[config.mk]
export PLATFORM = sky130hd
export DESIGN_NAME = int_to_decimal_digits_top
export DESIGN_NICKNAME = d
export VERILOG_FILES = /design/src/design/i2dd_pkg.sv /design/src/design/int_to_decimal_digits_top.sv /design/src/design/i2dd_dabble.sv /design/src/design/i2dd_emit.sv
export SDC_FILE = /design/constraint.sdc
export NUM_CORES = 1
export LEC_CHECK = 0
export ABC_AREA = 1
export BUFFER_PORTS_ARGS = -buffer_cell sky130_fd_sc_hd__buf_2
export CAP_MARGIN = 20
export CORE_UTILIZATION = 64
export DETAILED_ROUTE_END_ITERATION = 6
export MAX_ROUTING_LAYER = met4
export PLACE_DENSITY = 0.81
export SLEW_MARGIN = 20
export SYNTH_ARGS = -nofsm -noshare
export SYNTH_HDL_FRONTEND = slang
export SYNTH_SLANG_ARGS = --single-unit
[constraint.sdc]
create_clock -name clk_i -period 6.38 [get_ports clk_i]
set_input_delay 1.276 -clock clk_i [delete_from_list [all_inputs] [get_ports clk_i]]
set_output_delay 1.276 -clock clk_i [all_outputs]
set_load 0.005 [all_outputs]
[src/design/i2dd_pkg.sv]
// Shared types and constants for the binary to decimal digit formatter.
// No dependencies; imported by every module of the block.
`default_nettype none

package i2dd_pkg;

  localparam int MAX_DIGITS = 10;
  localparam int VALUE_W    = 31;
  localparam int NUM_DIGITS = 10;
  localparam int BCD_W      = NUM_DIGITS * 4;
  localparam int CNT_W      = $clog2(VALUE_W);

  localparam logic [3:0]       MAX_DIGITS_W = 4'(MAX_DIGITS);
  localparam logic [CNT_W-1:0] LAST_SHIFT   = CNT_W'(VALUE_W - 1);

  localparam logic [1:0] ALIGN_LEFT  = 2'd0;
  localparam logic [1:0] ALIGN_RIGHT = 2'd1;
  localparam logic [1:0] ALIGN_ZERO  = 2'd2;

  typedef enum logic [1:0] {
    KIND_DIGIT = 2'd0,
    KIND_SPACE = 2'd1,
    KIND_OVF   = 2'd2,
    KIND_END   = 2'd3
  } kind_e;

  typedef enum logic [1:0] {
    CNV_IDLE,
    CNV_SHIFT,
    CNV_DONE
  } cnv_state_e;

  typedef enum logic [1:0] {
    EMT_IDLE,
    EMT_DIGITS,
    EMT_END
  } emt_state_e;

  typedef logic [NUM_DIGITS-1:0][3:0] bcd_t;

  typedef struct packed {
    logic       valid;
    bcd_t       bcd;
    logic [3:0] width;
    logic [1:0] mode;
  } cnv_res_t;

endpackage

`default_nettype wire

[src/design/int_to_decimal_digits_top.sv]
// Top level of the binary to decimal digit formatter.
// Depends on i2dd_pkg, i2dd_dabble and i2dd_emit.
//
// Slave stream: one transfer carries value, digit_count and align_mode.
// Master stream: one transfer per character, most significant position
// first; tuser gives the kind (digit, space, overflow mark, end marker),
// tdata the digit, tlast marks the end marker that closes each input.
// The converter shifts one value bit per cycle through its 31 steps, and the
// sequencer then loads the digits; after the first character, characters
// follow one per cycle while the receiver is ready (left mode emits nothing
// while it skips a dropped leading zero). The 31-step bit-serial converter
// limits how often inputs are taken; the next input converts while the
// previous one is written out.
// Reset clears both state machines and the output valid; nothing is pending.
// When the receiver stalls, the output register holds its character and the
// sequencer waits; the converter finishes and holds its result, and no new
// input is accepted until the sequencer takes that result.
`default_nettype none

module int_to_decimal_digits_top import i2dd_pkg::*; (
  input  wire logic        clk_i,
  input  wire logic        rst_ni,
  input  wire logic        s_axis_tvalid_i,
  output logic             s_axis_tready_o,
  // [30:0] value, [34:31] digit_count, [36:35] align_mode, [39:37] zero
  input  wire logic [39:0] s_axis_tdata_i,
  output logic             m_axis_tvalid_o,
  input  wire logic        m_axis_tready_i,
  // [3:0] digit_value, [7:4] zero
  output logic [7:0]       m_axis_tdata_o,
  // [1:0] char_kind
  output logic [1:0]       m_axis_tuser_o,
  output logic             m_axis_tlast_o
);

  cnv_res_t res;
  logic take;
  logic cnv_ready;
  kind_e kind;
  logic [3:0] digit;

  i2dd_dabble u_dabble (
    .clk_i         (clk_i),
    .rst_ni        (rst_ni),
    .start_i       (s_axis_tvalid_i),
    .ready_o       (cnv_ready),
    .value_i       (s_axis_tdata_i[VALUE_W-1:0]),
    .digit_count_i (s_axis_tdata_i[34:31]),
    .align_mode_i  (s_axis_tdata_i[36:35]),
    .res_o         (res),
    .take_i        (take)
  );

  i2dd_emit u_emit (
    .clk_i       (clk_i),
    .rst_ni      (rst_ni),
    .res_i       (res),
    .take_o      (take),
    .out_valid_o (m_axis_tvalid_o),
    .out_ready_i (m_axis_tready_i),
    .kind_o      (kind),
    .digit_o     (digit),
    .last_o      (m_axis_tlast_o)
  );

  assign s_axis_tready_o = cnv_ready;
  assign m_axis_tdata_o  = {4'd0, digit};
  assign m_axis_tuser_o  = kind;

endmodule

`default_nettype wire

[src/design/i2dd_dabble.sv]
// Bit-serial binary to BCD converter (shift and add three), one bit per cycle.
// Depends on i2dd_pkg; feeds i2dd_emit through a cnv_res_t handoff.
`default_nettype none

module i2dd_dabble import i2dd_pkg::*; (
  input  wire logic               clk_i,
  input  wire logic               rst_ni,
  input  wire logic               start_i,
  output logic                    ready_o,
  input  wire logic [VALUE_W-1:0] value_i,
  input  wire logic [3:0]         digit_count_i,
  input  wire logic [1:0]         align_mode_i,
  output cnv_res_t                res_o,
  input  wire logic               take_i
);

  cnv_state_e state_q, state_d;
  logic [VALUE_W-1:0] bin_q, bin_d;
  bcd_t bcd_q, bcd_d;
  logic [CNT_W-1:0] cnt_q, cnt_d;
  logic [3:0] width_q, width_d;
  logic [1:0] mode_q, mode_d;
  bcd_t adj;
  logic [BCD_W-1:0] adj_flat;

  always_comb begin
    for (int i = 0; i < NUM_DIGITS; i++) begin
      adj[i] = (bcd_q[i] >= 4'd5) ? bcd_q[i] + 4'd3 : bcd_q[i];
    end
  end
  assign adj_flat = adj;

  // next state
  always_comb begin
    state_d = state_q;
    case (state_q)
      CNV_IDLE: begin
        if (start_i) state_d = CNV_SHIFT;
      end
      CNV_SHIFT: begin
        if (cnt_q == LAST_SHIFT) state_d = CNV_DONE;
      end
      CNV_DONE: begin
        if (take_i) state_d = CNV_IDLE;
      end
      default: state_d = CNV_IDLE;
    endcase
  end

  // datapath
  always_comb begin
    bin_d   = bin_q;
    bcd_d   = bcd_q;
    cnt_d   = cnt_q;
    width_d = width_q;
    mode_d  = mode_q;
    if (state_q == CNV_IDLE && start_i) begin
      bin_d = value_i;
      bcd_d = '0;
      cnt_d = '0;
      mode_d = align_mode_i;
      if (digit_count_i == 4'd0) begin
        width_d = 4'd1;
      end else if (digit_count_i > MAX_DIGITS_W) begin
        width_d = MAX_DIGITS_W;
      end else begin
        width_d = digit_count_i;
      end
    end else if (state_q == CNV_SHIFT) begin
      bcd_d = bcd_t'({adj_flat[BCD_W-2:0], bin_q[VALUE_W-1]});
      bin_d = {bin_q[VALUE_W-2:0], 1'b0};
      cnt_d = cnt_q + CNT_W'(1);
    end
  end

  // outputs
  always_comb begin
    ready_o     = (state_q == CNV_IDLE);
    res_o.valid = (state_q == CNV_DONE);
    res_o.bcd   = bcd_q;
    res_o.width = width_q;
    res_o.mode  = mode_q;
  end

  always_ff @(posedge clk_i or negedge rst_ni) begin
    if (!rst_ni) begin
      state_q <= CNV_IDLE;
      cnt_q   <= '0;
    end else begin
      state_q <= state_d;
      cnt_q   <= cnt_d;
    end
  end

  always_ff @(posedge clk_i) begin
    bin_q   <= bin_d;
    bcd_q   <= bcd_d;
    width_q <= width_d;
    mode_q  <= mode_d;
  end

endmodule

`default_nettype wire

[src/design/i2dd_emit.sv]
// Character sequencer: walks the BCD digits from the leading field position
// down, applies alignment and overflow, and drives the registered output.
// Depends on i2dd_pkg; takes its work from i2dd_dabble.
`default_nettype none

module i2dd_emit import i2dd_pkg::*; (
  input  wire logic     clk_i,
  input  wire logic     rst_ni,
  input  wire cnv_res_t res_i,
  output logic          take_o,
  output logic          out_valid_o,
  input  wire logic     out_ready_i,
  output kind_e         kind_o,
  output logic [3:0]    digit_o,
  output logic          last_o
);

  emt_state_e state_q, state_d;
  bcd_t bcd_q;
  logic [3:0] pos_q;
  logic writing_q, spaces_q, first_q, ovf_q;
  logic out_valid_q;
  kind_e kind_q;
  logic [3:0] dig_q;
  logic last_q;

  logic can_push;
  logic load;
  logic ovf_in;
  logic [3:0] cur;
  logic emit;
  kind_e emit_kind;
  logic [3:0] emit_dig;

  assign can_push = !out_valid_q || out_ready_i;
  assign load     = (state_q == EMT_IDLE) && res_i.valid;
  assign cur      = bcd_q[pos_q];

  always_comb begin
    ovf_in = 1'b0;
    for (int i = 0; i < NUM_DIGITS; i++) begin
      if (4'(i) >= res_i.width && res_i.bcd[i] != 4'd0) ovf_in = 1'b1;
    end
  end

  // next state
  always_comb begin
    state_d = state_q;
    case (state_q)
      EMT_IDLE: begin
        if (res_i.valid) state_d = EMT_DIGITS;
      end
      EMT_DIGITS: begin
        if (can_push && pos_q == 4'd0) state_d = EMT_END;
      end
      EMT_END: begin
        if (can_push) state_d = EMT_IDLE;
      end
      default: state_d = EMT_IDLE;
    endcase
  end

  // character selection
  always_comb begin
    emit      = 1'b0;
    emit_kind = KIND_DIGIT;
    emit_dig  = 4'd0;
    case (state_q)
      EMT_DIGITS: begin
        if (first_q && ovf_q) begin
          emit      = can_push;
          emit_kind = KIND_OVF;
        end else if (writing_q || cur != 4'd0 || pos_q == 4'd0) begin
          emit      = can_push;
          emit_dig  = cur;
        end else if (spaces_q) begin
          emit      = can_push;
          emit_kind = KIND_SPACE;
        end
      end
      EMT_END: begin
        emit      = can_push;
        emit_kind = KIND_END;
      end
      default: emit = 1'b0;
    endcase
  end

  assign take_o      = load;
  assign out_valid_o = out_valid_q;
  assign kind_o      = kind_q;
  assign digit_o     = dig_q;
  assign last_o      = last_q;

  always_ff @(posedge clk_i or negedge rst_ni) begin
    if (!rst_ni) begin
      state_q     <= EMT_IDLE;
      out_valid_q <= 1'b0;
    end else begin
      state_q <= state_d;
      if (emit) begin
        out_valid_q <= 1'b1;
      end else if (out_ready_i) begin
        out_valid_q <= 1'b0;
      end
    end
  end

  always_ff @(posedge clk_i) begin
    if (load) begin
      bcd_q     <= res_i.bcd;
      pos_q     <= res_i.width - 4'd1;
      writing_q <= (res_i.mode == ALIGN_ZERO);
      spaces_q  <= (res_i.mode == ALIGN_RIGHT);
      first_q   <= 1'b1;
      ovf_q     <= ovf_in;
    end else if (state_q == EMT_DIGITS && can_push) begin
      first_q <= 1'b0;
      if (emit && emit_kind != KIND_SPACE) writing_q <= 1'b1;
      if (pos_q != 4'd0) pos_q <= pos_q - 4'd1;
    end
    if (emit) begin
      kind_q <= emit_kind;
      dig_q  <= emit_dig;
      last_q <= (emit_kind == KIND_END);
    end
  end

  a_last_is_end: assert property (@(posedge clk_i) disable iff (!rst_ni)
    out_valid_q && last_q |-> kind_q == KIND_END)
    else $error("last flag on a non-end character");

  a_digit_range: assert property (@(posedge clk_i) disable iff (!rst_ni)
    out_valid_q && kind_q == KIND_DIGIT |-> dig_q <= 4'd9)
    else $error("digit above nine");

  a_nondigit_zero: assert property (@(posedge clk_i) disable iff (!rst_ni)
    out_valid_q && kind_q != KIND_DIGIT |-> dig_q == 4'd0)
    else $error("non-digit character carries a digit value");

  a_end_to_idle: assert property (@(posedge clk_i) disable iff (!rst_ni)
    state_q == EMT_END && can_push |=> state_q == EMT_IDLE && out_valid_q && last_q)
    else $error("end marker not issued when leaving the run");

endmodule

`default_nettype wire
==> results.txt <==
HPWL after detailed placement -> 9005 um
Mean Syn Cell Area -> 9.312 sq um
post-synthesis cell type with the largest combined area -> edfxtp_1
outcome -> completed
DR DRC count -> 0
Layout area overhead -> 12.99%
post-synthesis sequential area ratio -> 55.95%
Synth Area in Simple Gates -> 17.84%
Synth Area in Adders -> 5.669%
Min-Delay Path Class -> reg -> reg
mux contribution to synthesized area -> 0.1472%
H-tree depth -> 4
register area -> 3804 sq um
Post-Synth XOR/XNOR Area -> 1.417%
# clock sinks -> 142
worst skew pair latency -> 530 ps
RSZ-0062 raised after global routing -> false
Initial Utilization -> 65.85%
Reg-to-Reg End -> u_dabble.bin_q[15]$_DFFE_PP_
crit path to -> u_dabble.bin_q[15]$_DFFE_PP_
post-synth top area share -> 40.20%
met1 wire length -> 5565 um
Num CTS Buffers -> 17
DR vias/cell -> 5.616
Via Count -> 5,200
#FFs+latches synth -> 142
drt total wl -> 13,920 um
Root Buffer -> clkbuf_8
max_cap viols -> 0
dpl cells -> 894
Pwr Density -> 507.8 nW/um^2
Filler cells -> 683
die area -> 11,040 sq um
Synth Area in Compound Gates -> 11.41%
share of layout cells above drive strength 1 -> 14.68%
IO Pins -> 57
initial antenna violation count -> 0
Tmin final -> 3880 ps
setup TNS -> 0 ps
Antenna Nets Post-Route -> 0
highest metal used -> met4
Worst Path Required -> 6370 ps
Post-synth EDFFs -> 91
RePlAce Congestion -> 0.8795
final core occ -> 74.40%
top_reg_cell synth -> edfxtp_1
Core Rows -> 37
Die W -> 105.1 um
Ys Warns -> 0
Distinct cells, synth -> 44
cts repair resizes -> 0
Final nets -> 851
mapped cell area -> 6798 sq um
vias in the first global route -> 5,194
first-pass GRT wire length -> 23,360 um
clk buf depth -> 2
WL per Instance -> 15.03 um
R2R Setup Slk -> 2900 ps
Slew Limit Headroom -> 35.46%
drt pass-1 iters -> 6
CORE AREA -> 10,320 sq um
FF-to-FF Start -> u_dabble.state_q[0]$_DFFE_PN0P_
setup repair bufs after CTS -> 0
1st-iter DRT viols -> 414
gr usage total -> 28.15%
post-synthesis async set-or-reset flop share -> 7.042%
R2R depth -> 5
Hold Buf Count CTS -> 0
CP arrival -> 3870 ps
met2 wire length -> 7130 um
leakage power -> 3.394 nW
maximum clock frequency -> 0.2578 GHz
largest net degree at the start of global routing -> 56
area of the multi-input gates -> 2502 sq um
Fin. Hold Viols -> 0
CP Launch Type -> input port
crit path capture type -> flip-flop
Worst Skew -> 11.38 ps
Worst setup startpoint -> s_axis_tvalid_i
CTS tree -> yes
crit share post-route -> 60.81%
Slew Limit Fails -> 0
actual slew at the worst max-slew pin -> 968.1 ps
CP max FO -> 55
met3 wire len -> 744 um
largest family of logic cells by synthesized area -> simple AND/OR/NAND/NOR gates
IO Port Bufs -> 49
worst vdd ir -> 0.2377 mV
Die Span Y -> 105.1 um
count of final setup violators -> 0
critical path class -> in -> reg
Clock Pin Slew Worst Setup and Hold Paths -> 60 ps
ant diodes -> 0
fin cells -> 926
total congestion overflow -> 0
largest cells by area after synthesis -> edfxtp_1 40%, dfxtp_1 12%, nand2_1 11%
post-synthesis instance total -> 730
## registers in the layout, indices dropped and copies added, names as in the netlist, 2 cells and up
name,cells
u_dabble.mode_q,2
u_emit.digit_o,4
u_emit.bcd_q,40
u_dabble.bin_q,31
u_emit.state_q,2
u_dabble.res_o,40
u_dabble.state_q,2
u_dabble.width_q,4
u_emit.pos_q,4
u_emit.kind_o,2
u_dabble.cnt_q,5
## metrics by stage
stage / cell area [sq um] / power [mW] / setup slack, ps / hold slack, ps
floorplan: 6809 / 2.558 / 2909 / 418.7
global placement: 7091 / 2.790 / 2258 / 426.9
detailed placement: 7091 / 2.893 / 2199 / 434.8
CTS: 7680 / 3.900 / 2746 / 448.5
global route: 7681 / 4.164 / 2233 / 482.4
finish: 7681 / 3.900 / 2500 / 448.4
## worst max-delay path, stage by stage
cell and delay [ps]:
buf_2 100, nand2_2 460, inv_2 530, nor2_2 590
clkinv_2 870
## worst min-delay path by stage
| stage | slack (ps) | start | end | depth (start not counted) |
|---|---|---|---|---|
| detailed placement | 430 | u_emit.first_q$_SDFFE_PP1P_ | u_emit.first_q$_SDFFE_PP1P_ | 2 |
| finish | 450 | u_emit.first_q$_SDFFE_PP1P_ | u_emit.first_q$_SDFFE_PP1P_ | 2 |
| floorplan | 420 | u_emit.first_q$_SDFFE_PP1P_ | u_emit.first_q$_SDFFE_PP1P_ | 2 |
| global route | 480 | u_dabble.bin_q[30]$_DFFE_PP_ | u_dabble.res_o[6]$_SDFFE_PP0P_ | 2 |
| CTS | 450 | u_emit.first_q$_SDFFE_PP1P_ | u_emit.first_q$_SDFFE_PP1P_ | 2 |
| global placement | 430 | u_emit.first_q$_SDFFE_PP1P_ | u_emit.first_q$_SDFFE_PP1P_ | 2 |
## per-layer routing
metal	GRT usage (%)	vias to the layer above
li1	-	2527
met1	31.14	2433
met2	48.06	187
met3	6.613	53
met4	13.38	0
met5	-	-
## cells in the mapped netlist (all sizes together), types with 2 or more instances
| cell | instances |
|---|---|
| nor2 | 26 |
| a31oi | 5 |
| o32ai | 12 |
| a21oi | 34 |
| buf | 14 |
| dfxtp | 41 |
| ha | 30 |
| or2 | 6 |
| o31ai | 2 |
| nand3 | 43 |
| dfrtp | 10 |
| o21ai | 72 |
| xor2 | 10 |
| edfxtp | 91 |
| nand2 | 208 |
| o211ai | 5 |
| inv | 93 |
| clkbuf | 12 |
| o22ai | 3 |
| nand4 | 2 |
## power by group
part	switching [mW]	internal (mW)
registers	0.227	1.36
clock network	0.365	0.614
logic	0.859	0.472
total	1.45	2.45
## final cells by class
cell class,instances,area share [%]
Clock buffer,21,5.848
Inverter,93,4.626
Tap cell,136,2.215
Multi-Input combinational cell,472,32.58
Sequential cell,142,49.52
Timing Repair Buffer,51,3.388
Clock inverter,11,1.824
## cells in the final DEF (no fill, tap or decap), drive strengths merged, types with 2 or more instances in the layout
master and count:
a21oi 34, a31oi 5, buf 51, bufinv 3, clkbuf 21, clkinv 9, conb 4, dfrtp 10
dfxtp 41, edfxtp 91, ha 30, inv 92, nand2 208, nand3 43, nand4 2, nor2 26
o211ai 5, o21ai 72, o22ai 3, o31ai 2, o32ai 12, or2 6, xor2 10
## kinds of logic (layout without fill, tap and decap cells)
| kind of cell | Yosys count | count (layout) |
|---|---|---|
| flops | 142 | 142 |
| mux | 1 | 1 |
| fa+ha+maj | 31 | 31 |
| other cells | 1 | 4 |
| compound gates | 137 | 137 |
| buf+inv | 119 | 176 |
| simple gates | 288 | 288 |
| xor+xnor | 11 | 11 |
Note: power is estimated with default switching activity, not from simulation.
